--- src/rtl/mrc_ram.sv ---
`timescale 1ns / 1ps
// ----------------------------------------------------------------------------
// mrc_ram: generic synchronous RAM
// One write port, one read port, read data registered.
// ----------------------------------------------------------------------------
module mrc_ram #(
  parameter int WIDTH = 8,
  parameter int DEPTH = 256
) (
  input  logic                     clk_i,
  input  logic                     we_i,
  input  logic [$clog2(DEPTH)-1:0] waddr_i,
  input  logic [WIDTH-1:0]         wdata_i,
  input  logic [$clog2(DEPTH)-1:0] raddr_i,
  output logic [WIDTH-1:0]         rdata_o
);

  logic [WIDTH-1:0] mem_q [DEPTH];

  always_ff @(posedge clk_i) begin
    if (we_i) begin
      mem_q[waddr_i] <= wdata_i;
    end
    rdata_o <= mem_q[raddr_i];
  end

endmodule

--- config.mk ---
export PLATFORM = sky130hd
export DESIGN_NAME = mrc_ram
export DESIGN_NICKNAME = d
export VERILOG_FILES = /design/src/rtl/mrc_ram.sv
export SDC_FILE = /design/constraint.sdc
export NUM_CORES = 2
export LEC_CHECK = 0
export BUFFER_PORTS_ARGS = -buffer_cell sky130_fd_sc_hd__buf_2
export CAP_MARGIN = 5
export CORE_ASPECT_RATIO = 0.6
export CORE_MARGIN = 2
export CORE_UTILIZATION = 49
export CTS_CLUSTER_SIZE = 16
export DETAILED_ROUTE_END_ITERATION = 8
export HOLD_SLACK_MARGIN = 0.03
export PLACE_DENSITY_LB_ADDON = 0.1
export SLEW_MARGIN = 0
export SYNTH_ARGS = -nofsm -noshare
export SYNTH_HDL_FRONTEND = slang
export SYNTH_SLANG_ARGS = --single-unit
--- constraint.sdc ---
create_clock -name clk_i -period 3.2 [get_ports clk_i]
set_clock_uncertainty 0.05 [all_clocks]
set_input_delay 0.16 -clock clk_i [delete_from_list [all_inputs] [get_ports clk_i]]
set_output_delay 0.16 -clock clk_i [all_outputs]
set_load 0.02 [all_outputs]
==> results.toml <==
[placed_design]
port_buffers = 33
place.gp.congestion = 0.861
post-place-cells = 6169
place_area_sq_mm = 0.0853
place_hpwl_mm = 140

[critical_path]
start_kind = "primary input"
cp.arrival_ns = 3.59
path_max_fanout = 22
crit_type = "primary input to register"
crit_slowest_cell = "nor4_1"
path_buf_inv = 5
crit_path_cell_trace = "buf_8 > buf_12 > buf_12 > buf_12 > mux4_2 > a22oi_1 > a21oi_1 > nor4_1 > buf_4 > nor4_2"
setup.worst_path.start = "raddr_i[0]"
required_ns = 3.80
r2r-start = "mem_q[11][6]$_DFFE_PP_"
critical-path-top-delay-family = "buffers and inverters"
crit_path_frequent_cell = "buf_12"
worstSetupEndpointType = "register"
cpPeakStageDelay_ns = 1.03

[yosys]
ys_seq_elements = 2056
syn_area_per_cell_sq_um = 21.3
yosysUniqueCellTypes = 55
syn_area_sq_mm = 0.0796
synth_area_leaders = "edfxtp_1 (77%), mux4_2 (13%), mux2i_1 (1.7%)"
syn_nets = 3759
synth_top_area_share_pct = 77.3
synth_area_leader_cell = "edfxtp_1"
netlist_instances = 3733
synth_commonest_cells = "edfxtp_1 (2048), mux4_2 (454), nor2_1 (282), mux2i_1 (134), a22oi_1 (133)"
async_flop_share_pct = 0
yosys_warnings = 0
synth_edf_count = 2048
ys_seq_area_share_pct = 77.5
yosysMostFrequentCell = "edfxtp_1"
synth_ff_type = "edfxtp_1"

[final_layout]
finalNetCount = 4245
syn2layout_area_growth_pct = 14.6
post-route-util_pct = 56.6
drive_above_1_share_pct = 28.6
stdcell_area_sq_mm = 0.0912
stdcell_count = 6521

[timing]
finalCritPeriodShare_pct = 93.4
holdWs_ns = 0.103
hold_viol_final = 0
worst_pin_slew_ns = 1.25
tns_ns = 0
maxSlewHeadroom_pct = 15.7
slew_violations = 0
rsz0062_at_grt = "no"
fmax_mhz = 335
final-setup-viol-count = 0
period_minus_slack_ns = 2.99

[worst_hold_path]
hold_path_class = "primary input to register"
hold_path.startpoint = "waddr_i[6]"

[global_routing]
overflow = 0
grt_max_degree = 165
grt_pass1_vias = 40400
grt_pass1_wl_mm = 303
grt_use_total_pct = 26.1
antenna_found_initial = 4

[run_status]
outcome = "complete, no violations"

[job]
max-cap-violations = 0

[clock_tree]
cts_tree = "yes"
cts_buffer_depth = 3
clock-root-buffer = "clkbuf_16"
cts.sinks = 2056
clock_latency_ns = 0.82
cts_buffers = 183
clk_pin_slew_worst_paths_ns = 0.06
cts_resized = 0
postCtsSetupBuffers = 0
htree_levels = 4

[route]
viasPerCell = 6.29
vias = 41000
drt_first_pass_iters = 7
ant_nets = 0
drc_errors = 0
wl_per_cell_microns = 32.8
wl_mm = 214
dr.first_iter.drc_count = 5600

[power]
ir_drop_mv = 0.600
p_leak_nw = 29.0
power_density_mw_per_mm2 = 592

[floorplanning]
boundaryPins = 34
die_y_microns = 316
die_w_microns = 524
initial_core_util_pct = 49.4
coreArea_sq_mm = 0.161
num_rows = 114
die-area_sq_mm = 0.166
-- report_power, final --
group | switching (mW) | internal (mW) | total [mW] | leakage (nW)
registers | 0.0525 | 29.7 | 29.7 | 18.5
logic | 1.92 | 1.06 | 2.98 | 7.72
clock network | 9.66 | 11.6 | 21.3 | 2.80
-- cell usage in the layout, fill, tap and decap left out, drive strengths merged, types with 14 or more instances in the layout --
master / count
o22ai: 28
nor3: 22
mux2i: 134
clkbuf: 235
nor2b: 31
edfxtp: 2048
a211oi: 16
nor2: 282
a22oi: 133
nand3: 34
buf: 515
clkinv: 92
o221ai: 47
nand2: 33
nor4: 27
mux4: 456
a21oi: 96
a221oi: 14
-- timing repair --
action                     4_1_cts  5_1_grt
hold endpoints to repair       565        0
hold buffers                    11        0
setup endpoints to repair        0        0
-- layer usage --
metal  GRT usage [%]  part of all wire [%]  vias up
met1            40.8                    44    22000
met2            36.0                    42     2095
met3            7.85                    11      249
met4            6.41                   2.0        2
li1                -                     -    16700
met5           0.310                 0.027        -
-- through the flow --
step / setup WS (ns) / power (mW)
after floorplan: 1.05 / 31.7
after global placement: -0.812 / 33.2
after detailed placement: -0.533 / 33.3
after CTS: 0.338 / 54.4
after global routing: 0.202 / 55.6
final: 0.212 / 54.0
-- worst reg2reg max path: stages, from the launching register on --
cell and delay, ns:
edfxtp_1 0.35, mux4_2 0.46, mux2_2 0.29, a211oi_1 0.43, a21oi_1 0.11, a22oi_1 0.96
nor4_2 0.11
-- flip-flops by register name, indices dropped and copies added (netlist names) --
| signal | cells |
|---|---|
| mem_q | 2048 |
| rdata_o | 8 |
-- kinds of logic (layout without fill, tap and decap cells) --
group	Yosys count	in the layout	synth area share (%)
multiplexers	591	591	14.6
AO/OA/AOI/OAI	385	385	3.42
buffers and inverters	235	875	1.83
other	0	2	0
flip-flops	2056	2056	77.5
AND/OR/NAND/NOR	466	466	2.63
-- path summary, 6_finish.rpt --
| check | slack [ns] | cells after the start | endpoint |
|---|---|---|---|
| min reg2reg | 0.99 | 7 | rdata_o[5]$_DFF_P_ |
| max reg2reg | 0.28 | 6 | rdata_o[6]$_DFF_P_ |
| max | 0.21 | 10 | rdata_o[0]$_DFF_P_ |
| min | 0.10 | 4 | mem_q[33][0]$_DFFE_PP_ |
-- layout make-up --
class,instances,area [sq um]
clock buffer,227,4850
tap,2146,2690
timing repair buffer,534,4620
inverter,2,7.51
sequential,2056,61700
antenna,2,5.00
clock inverter,112,852
multi-input combinational,1442,16500
fill,11700,70000
Note: power is estimated with default switching activity, not from simulation.
