[src/rtl/mrc_pkg.sv]
`timescale 1ns / 1ps
// ----------------------------------------------------------------------------
// mrc_pkg: shared types and codes
// Request/response payloads, write-control bundle, opcodes and phase codes
// of the multicycle 16-bit RISC core.
// ----------------------------------------------------------------------------
package mrc_pkg;

  localparam int NUM_REGS = 8;
  localparam int RF_AW    = 3;

  // request kinds
  localparam logic [1:0] REQ_LOAD_INSTR = 2'd0;
  localparam logic [1:0] REQ_LOAD_DATA  = 2'd1;
  localparam logic [1:0] REQ_STEP       = 2'd2;

  // micro-phases
  localparam logic [3:0] PH_FETCH     = 4'd0;
  localparam logic [3:0] PH_DECODE    = 4'd1;
  localparam logic [3:0] PH_EXEC_I    = 4'd2;
  localparam logic [3:0] PH_MEM_LW    = 4'd3;
  localparam logic [3:0] PH_WB_LW     = 4'd4;
  localparam logic [3:0] PH_STORE_SW  = 4'd5;
  localparam logic [3:0] PH_WB_ADDI   = 4'd6;
  localparam logic [3:0] PH_EXEC_R    = 4'd7;
  localparam logic [3:0] PH_WB_R      = 4'd8;
  localparam logic [3:0] PH_BEQ_DONE  = 4'd9;
  localparam logic [3:0] PH_JUMP      = 4'd10;

  // opcodes
  localparam logic [3:0] OP_RTYPE = 4'd0;
  localparam logic [3:0] OP_J     = 4'd2;
  localparam logic [3:0] OP_JAL   = 4'd3;
  localparam logic [3:0] OP_ADDI  = 4'd4;
  localparam logic [3:0] OP_BEQ   = 4'd8;
  localparam logic [3:0] OP_LW    = 4'd11;
  localparam logic [3:0] OP_SW    = 4'd15;

  // R-type function codes
  localparam logic [2:0] FN_ADD = 3'd0;
  localparam logic [2:0] FN_SUB = 3'd2;
  localparam logic [2:0] FN_AND = 3'd4;
  localparam logic [2:0] FN_OR  = 3'd5;

  typedef struct packed {
    logic [1:0]  req_type;
    logic [7:0]  target_index;
    logic [15:0] load_value;
  } mrc_req_t;

  typedef struct packed {
    logic [7:0] program_counter;
    logic [3:0] phase_now;
    logic       reg_write_valid;
    logic [2:0] reg_index;
    logic [7:0] reg_value;
    logic       mem_write_valid;
    logic [7:0] mem_addr;
    logic [7:0] mem_value;
    logic       branch_taken;
    logic       fault;
  } mrc_rsp_t;

  // memory and register-file write strobes and register write address from the execute unit
  typedef struct packed {
    logic             im_we;
    logic             dm_we;
    logic             rf_we;
    logic [RF_AW-1:0] rf_waddr;
  } mrc_wr_t;

endpackage

[src/rtl/mrc_exec.sv]
`timescale 1ns / 1ps
// ----------------------------------------------------------------------------
// mrc_exec: micro-phase sequencer and datapath
// Holds the program counter, phase, instruction latch, operands and instruction
// valid bits, consumes memory read data and issues the writes for one request per step.
// ----------------------------------------------------------------------------
module mrc_exec #(
  parameter int IMEM_DEPTH = 256,
  parameter int DMEM_DEPTH = 256,
  parameter int DATA_WIDTH = 8,
  localparam int IMEM_USED = (IMEM_DEPTH < 256) ? IMEM_DEPTH : 256,
  localparam int IA        = $clog2(IMEM_USED),
  localparam int DA        = $clog2(DMEM_DEPTH)
) (
  input  logic                      clk_i,
  input  logic                      rst_ni,
  input  logic                      step_en_i,
  input  mrc_pkg::mrc_req_t         req_i,
  input  logic [15:0]               im_rdata_i,
  input  logic [DATA_WIDTH-1:0]     rf_a_rdata_i,
  input  logic [DATA_WIDTH-1:0]     rf_b_rdata_i,
  input  logic [DATA_WIDTH-1:0]     dm_rdata_i,
  output logic [IA-1:0]             im_raddr_o,
  output logic [mrc_pkg::RF_AW-1:0] rf_a_raddr_o,
  output logic [mrc_pkg::RF_AW-1:0] rf_b_raddr_o,
  output logic [DA-1:0]             dm_raddr_o,
  output mrc_pkg::mrc_wr_t          wr_o,
  output logic [IA-1:0]             im_waddr_o,
  output logic [15:0]               im_wdata_o,
  output logic [DA-1:0]             dm_waddr_o,
  output logic [DATA_WIDTH-1:0]     dm_wdata_o,
  output logic [DATA_WIDTH-1:0]     rf_wdata_o,
  output mrc_pkg::mrc_rsp_t         rsp_o
);

  import mrc_pkg::*;

  logic [7:0]            fetch_q, fetch_d;
  logic [7:0]            next_q, next_d;
  logic [3:0]            phase_q, phase_d;
  logic [15:0]           latch_q, latch_d;
  logic [DATA_WIDTH-1:0] opa_q, opa_d;
  logic [DATA_WIDTH-1:0] opb_q, opb_d;
  logic [DATA_WIDTH-1:0] alu_q, alu_d;
  logic [IMEM_USED-1:0]  ivalid_q;

  logic [3:0]            op;
  logic [2:0]            fn;
  logic [DATA_WIDTH-1:0] imm_ext;
  logic [31:0]           alu_w, idx_w, fetch_w, val_w;
  logic                  alu_in_dm, fetch_hit;

  assign op      = latch_q[15:12];
  assign fn      = latch_q[2:0];
  assign imm_ext = DATA_WIDTH'(latch_q[5:0]);
  assign alu_w   = 32'(alu_q);
  assign idx_w   = 32'(req_i.target_index);
  assign fetch_w = 32'(fetch_q);
  assign val_w   = 32'(req_i.load_value);

  assign alu_in_dm = alu_w < 32'(DMEM_DEPTH);
  assign fetch_hit = (fetch_w < 32'(IMEM_USED)) && ivalid_q[fetch_q[IA-1:0]];

  // reads are addressed from state, so data is ready the cycle after accept
  assign im_raddr_o   = fetch_q[IA-1:0];
  assign rf_a_raddr_o = latch_q[11:9];
  assign rf_b_raddr_o = latch_q[8:6];
  assign dm_raddr_o   = alu_w[DA-1:0];
  assign im_waddr_o   = req_i.target_index[IA-1:0];
  assign im_wdata_o   = req_i.load_value;

  always_comb begin
    fetch_d    = fetch_q;
    next_d     = next_q;
    phase_d    = phase_q;
    latch_d    = latch_q;
    opa_d      = opa_q;
    opb_d      = opb_q;
    alu_d      = alu_q;
    wr_o       = '0;
    dm_waddr_o = idx_w[DA-1:0];
    dm_wdata_o = val_w[DATA_WIDTH-1:0];
    rf_wdata_o = alu_q;
    rsp_o      = '0;

    case (req_i.req_type)
      REQ_LOAD_INSTR: begin
        wr_o.im_we = idx_w < 32'(IMEM_USED);
      end
      REQ_LOAD_DATA: begin
        wr_o.dm_we = idx_w < 32'(DMEM_DEPTH);
      end
      REQ_STEP: begin
        case (phase_q)
          PH_FETCH: begin
            if (fetch_hit) begin
              latch_d = im_rdata_i;
              phase_d = PH_DECODE;
            end
            fetch_d = next_q;
            next_d  = next_q + 8'd1;
          end
          PH_DECODE: begin
            if (op == OP_J || op == OP_JAL) begin
              phase_d = PH_JUMP;
            end else begin
              opa_d   = rf_a_rdata_i;
              opb_d   = rf_b_rdata_i;
              alu_d   = '0;
              phase_d = (op == OP_RTYPE) ? PH_EXEC_R : PH_EXEC_I;
            end
          end
          PH_EXEC_I: begin
            case (op)
              OP_ADDI: begin
                alu_d   = opa_q + imm_ext;
                phase_d = PH_WB_ADDI;
              end
              OP_LW: begin
                alu_d   = opa_q + imm_ext;
                phase_d = PH_MEM_LW;
              end
              OP_SW: begin
                alu_d   = opa_q + imm_ext;
                phase_d = PH_STORE_SW;
              end
              OP_BEQ: begin
                // operands were read in decode, nothing wrote the file since
                if (opa_q == opb_q) begin
                  next_d             = fetch_q + {2'b00, latch_q[5:0]};
                  rsp_o.branch_taken = 1'b1;
                end
                phase_d = PH_BEQ_DONE;
              end
              default: begin
                rsp_o.fault = 1'b1;
                phase_d     = PH_FETCH;
              end
            endcase
          end
          PH_MEM_LW: begin
            alu_d   = alu_in_dm ? dm_rdata_i : '0;
            phase_d = PH_WB_LW;
          end
          PH_WB_LW, PH_WB_ADDI: begin
            wr_o.rf_we            = 1'b1;
            wr_o.rf_waddr         = latch_q[8:6];
            rsp_o.reg_write_valid = 1'b1;
            rsp_o.reg_index       = latch_q[8:6];
            rsp_o.reg_value       = alu_q[7:0];
            phase_d               = PH_FETCH;
          end
          PH_STORE_SW: begin
            if (alu_in_dm) begin
              wr_o.dm_we            = 1'b1;
              dm_waddr_o            = alu_w[DA-1:0];
              dm_wdata_o            = opb_q;
              rsp_o.mem_write_valid = 1'b1;
              rsp_o.mem_addr        = alu_q[7:0];
              rsp_o.mem_value       = opb_q[7:0];
            end
            phase_d = PH_FETCH;
          end
          PH_EXEC_R: begin
            phase_d = PH_WB_R;
            case (fn)
              FN_ADD: alu_d = opa_q + opb_q;
              FN_SUB: alu_d = opa_q - opb_q;
              FN_AND: alu_d = opa_q & opb_q;
              FN_OR:  alu_d = opa_q | opb_q;
              default: begin
                rsp_o.fault = 1'b1;
                phase_d     = PH_FETCH;
              end
            endcase
          end
          PH_WB_R: begin
            wr_o.rf_we            = 1'b1;
            wr_o.rf_waddr         = latch_q[5:3];
            rsp_o.reg_write_valid = 1'b1;
            rsp_o.reg_index       = latch_q[5:3];
            rsp_o.reg_value       = alu_q[7:0];
            phase_d               = PH_FETCH;
          end
          PH_JUMP: begin
            fetch_d = latch_q[7:0];
            next_d  = latch_q[7:0] + 8'd1;
            phase_d = PH_FETCH;
          end
          default: begin
            phase_d = PH_FETCH;
          end
        endcase
      end
      default: ;
    endcase

    rsp_o.program_counter = fetch_d;
    rsp_o.phase_now       = phase_d;
  end

  always_ff @(posedge clk_i or negedge rst_ni) begin
    if (!rst_ni) begin
      fetch_q  <= 8'd0;
      next_q   <= 8'd1;
      phase_q  <= PH_FETCH;
      latch_q  <= '0;
      opa_q    <= '0;
      opb_q    <= '0;
      alu_q    <= '0;
      ivalid_q <= '0;
    end else if (step_en_i) begin
      fetch_q <= fetch_d;
      next_q  <= next_d;
      phase_q <= phase_d;
      latch_q <= latch_d;
      opa_q   <= opa_d;
      opb_q   <= opb_d;
      alu_q   <= alu_d;
      if (wr_o.im_we) begin
        ivalid_q[im_waddr_o] <= 1'b1;
      end
    end
  end

endmodule

[config.mk]
export PLATFORM = sky130hd
export DESIGN_NAME = mrc_exec
export DESIGN_NICKNAME = d
export VERILOG_FILES = /design/src/rtl/mrc_pkg.sv /design/src/rtl/mrc_exec.sv
export SDC_FILE = /design/constraint.sdc
export NUM_CORES = 1
export LEC_CHECK = 0
export BUFFER_PORTS_ARGS = -buffer_cell sky130_fd_sc_hd__buf_2
export CAP_MARGIN = 40
export CORE_UTILIZATION = 64
export DETAILED_ROUTE_END_ITERATION = 6
export PLACE_DENSITY = 0.86
export SLEW_MARGIN = 20
export SYNTH_ARGS = -nofsm -noshare
export SYNTH_HDL_FRONTEND = slang
export SYNTH_SLANG_ARGS = --single-unit
[constraint.sdc]
create_clock -name clk_i -period 8.7 [get_ports clk_i]
set_input_delay 1.74 -clock clk_i [delete_from_list [all_inputs] [get_ports clk_i]]
set_output_delay 1.74 -clock clk_i [all_outputs]
set_load 0.05 [all_outputs]
==> results.ini <==
[run_status]
status = finished, violations left
violations = design-rule violations

[worst_setup_path]
end_kind = output pin
startpoint_type = primary input
rrSetupSlack_ns = 4.88
worstRegToRegCells = 10
r2r_end = latch_q[15]
crit_arrival_ns = 4.26
reg2reg_from = im_raddr_o[0]
crit_type = in -> out
path_max_fanout = 23
cp.required_ns = 6.96

[cells_and_area]
syn2layout_area_growth_pct = 12.4
final.fill_count = 1677
fin_area_um2 = 18400
fin_nets = 1665
stdcell_count = 1905
antenna_cells = 0
layout-drive-gt1-share_pct = 23.5

[logic_synthesis]
seq_area_frac_synth_pct = 48.3
ys_types = 75
synth_top_family_by_area = compound AO/OA/AOI/OAI gates
async_reset_ff_share_pct = 100
syn_avg_cell_area_um2 = 11.4
synthCells = 1440
synth-compound-area-share_pct = 20.3
synth_edf_count = 0
synth-xor-area-share_pct = 1.07
synth_seq_cells = 316
synth_fa_ha_area_share_pct = 3.53
syn-cell-area_um2 = 16400
synth.area.mux_share_pct = 12.3
yosysWarnings = 0
synth_fp_nets = 1552
synth-main-ff-cell = dfrtp_1
synth-simple-area-share_pct = 8.43

[drt]
wire_per_inst_um = 22.6
dr_total_vias = 12317
drc_errors = 1
ant_nets = 0
drt_wl_total_um = 43000
drtIter0Drc = 1089
drt-pass1-iter-count = 7
vias_per_cell = 6.47

[min_path]
worstHoldEndpoint = ivalid_q[20]
hp-class = reg -> reg
holdCritStartpoint = ivalid_q[20]
worstHoldPathCells = 1

[flow_run]
cap_viol_max_count = 0

[clock_network]
root_buffer = clkbuf_16
cts.sinks = 316
post_cts_resized = 0
h-tree-depth = 2
cts_tree = done
cts_max_path_buffers = 3
clock_latency_ns = 0.52
cts_inserted_buffers = 34
postCtsSetupRepairBufs = 0
path_clk_slew_ns = 0.05
holdBufCountCts = 0

[pwr]
ir_drop_mv = 0.209
p_leak_nw = 10.1
finalPower_mw = 5.37
power.density_nw_per_um2 = 292

[timing]
grt_setup_unrepaired = no
tns_ns = 0
fmax_mhz = 167
worstMarginPinSlew_ns = 0.963
hold_viol = 0
fin_crit_sh_pct = 68.9
finalClockSkew_ns = 0.0194
finalCriticalPeriod_ns = 6.00
setup_violations = 0
drv_slew = 0
finalHoldWorstSlack_ns = 0.445
slew_headroom_pct = 35.8

[die]
die_area_um2 = 26200
die_y_um = 162
coreArea_um2 = 25100
die_width_um = 162
io_pins = 188
rows = 58
initial_utilization_pct = 65.2

[global_routing]
overflow = 0
grt_max_degree = 181
antenna_found_initial = 0
grtUsageTotal_pct = 33.6
grt_pass1_vias = 12415
grt_pass1_wl_um = 68200

[placement]
placedInstanceArea_um2 = 17200
placedCellCount = 1844
dp_hpwl_um = 29700
port_buffers = 171
place_congestion = 0.957

worst max-delay path by stage:
| stage | startpoint | end | cells past startpoint | slack, ns |
|---|---|---|---|---|
| after floorplan | req_i[24] | rsp_o[10] | 9 | 3.14 |
| final | req_i[24] | dm_wdata_o[1] | 9 | 2.70 |
| after global placement | req_i[24] | dm_waddr_o[5] | 8 | 2.50 |
| after CTS | req_i[24] | dm_wdata_o[1] | 9 | 2.73 |
| after global routing | req_i[24] | dm_wdata_o[3] | 9 | 2.52 |
| after detailed placement | req_i[24] | dm_wdata_o[1] | 9 | 2.72 |
worst max-delay path, stage by stage:
cell,delay (ns)
buf_2,0.11
inv_1,0.07
ha_1,0.43
inv_1,0.33
nor2_1,0.25
and3_1,0.51
buf_8,0.24
mux2_2,0.35
buf_2,0.21
cells in the mapped netlist (6+ instances only):
cell	instances	share of area, %
o21bai_1	90	4.1
o21ai_0	48	1.5
buf_4	45	2.1
xnor2_1	13	0.70
nand2b_1	11	0.42
a21o_1	183	8.4
nor2_1	53	1.2
clkbuf_1	68	1.6
ha_1	39	3.0
o221ai_1	6	0.32
nand2_1	96	2.2
mux2i_1	55	3.4
o22ai_1	7	0.27
xor2_1	7	0.37
and2_1	29	1.1
a22oi_1	36	1.6
or2_2	6	0.23
a21oi_1	45	1.4
mux4_1	11	1.8
buf_6	9	0.62
mux2_2	33	2.3
inv_1	34	0.78
a22o_1	6	0.32
mux4_2	28	3.8
nor2b_1	7	0.27
nor4_1	6	0.23
mux2_4	10	0.92
dfrtp_1	315	48
nor3_1	22	0.67
nand3_1	24	0.73
sequential cells by signal (all words and copies together) (netlist names):
register    cells
ivalid_q      256
latch_q        16
dm_raddr_o      8
im_raddr_o      8
next_q          8
opa_q           8
opb_q           8
phase_q         4
per-stage QoR:
| step | setup slack, ns | util, % |
|---|---|---|
| 3_5_place_dp | 2.72 | 68.6 |
| 5_1_grt | 2.52 | 73.4 |
| 4_1_cts | 2.73 | 73.2 |
| 3_3_place_gp | 2.50 | 67.8 |
| 2_1_floorplan | 3.14 | - |
| 6_report | 2.70 | 73.4 |
area by class of cell:
type / count / area (um^2) / share of cell area (%)
timing repair buffer: 217 / 1270 / 6.89
tap: 330 / 413 / 2.24
multi-input combinational: 950 / 7550 / 41.0
inverter: 34 / 128 / 0.693
clock buffer: 52 / 1060 / 5.75
clock inverter: 6 / 86.3 / 0.469
sequential: 316 / 7910 / 43.0
cells in the final DEF, fill, tap and decap left out, types with 7 or more instances in the layout:
cell,count
nor2b_1,7
xor2_1,7
a21o_1,183
nor2_1,53
and2_1,29
xnor2_1,13
inv_1,34
clkbuf_8,12
o21ai_0,48
nand2b_1,11
mux4_1,11
mux4_2,28
mux2_4,10
o22ai_1,7
o21bai_1,90
ha_1,39
mux2i_1,55
clkbuf_16,35
nand3_1,24
buf_4,41
dfrtp_1,313
nor3_1,15
nor3_2,7
mux2_2,33
buf_2,171
a21oi_1,45
nand2_1,96
a22oi_1,36
cell families (layout without fill, tap and decap cells):
family / after synthesis / count (layout)
DFF: 316 / 316
buffers and inverters: 174 / 309
muxes: 138 / 138
AOI/OAI and AO/OA: 466 / 466
xor gates and xnor gates: 20 / 20
and+or+nand+nor: 282 / 282
adders and majority gates: 44 / 44
per-layer routing:
| layer | part of all wire, % | routed length, um | vias to the layer above | GRT usage, % |
|---|---|---|---|---|
| met5 | 0 | 0 | - | 0 |
| met4 | 3.8 | 1650 | 0 | 14.5 |
| met3 | 8.8 | 3770 | 133 | 6.44 |
| met2 | 48 | 20700 | 615 | 54.9 |
| met1 | 39 | 16900 | 6173 | 44.2 |
| li1 | - | - | 5396 | - |
where the power goes:
group          switching, mW  leakage, nW  internal [mW]
Combinational           1.28         5.27          0.752
Sequential             0.244         4.30           1.62
Clock                  0.584        0.564          0.897
Total                   2.11         10.1           3.27
(Power assumes the default switching activity.)
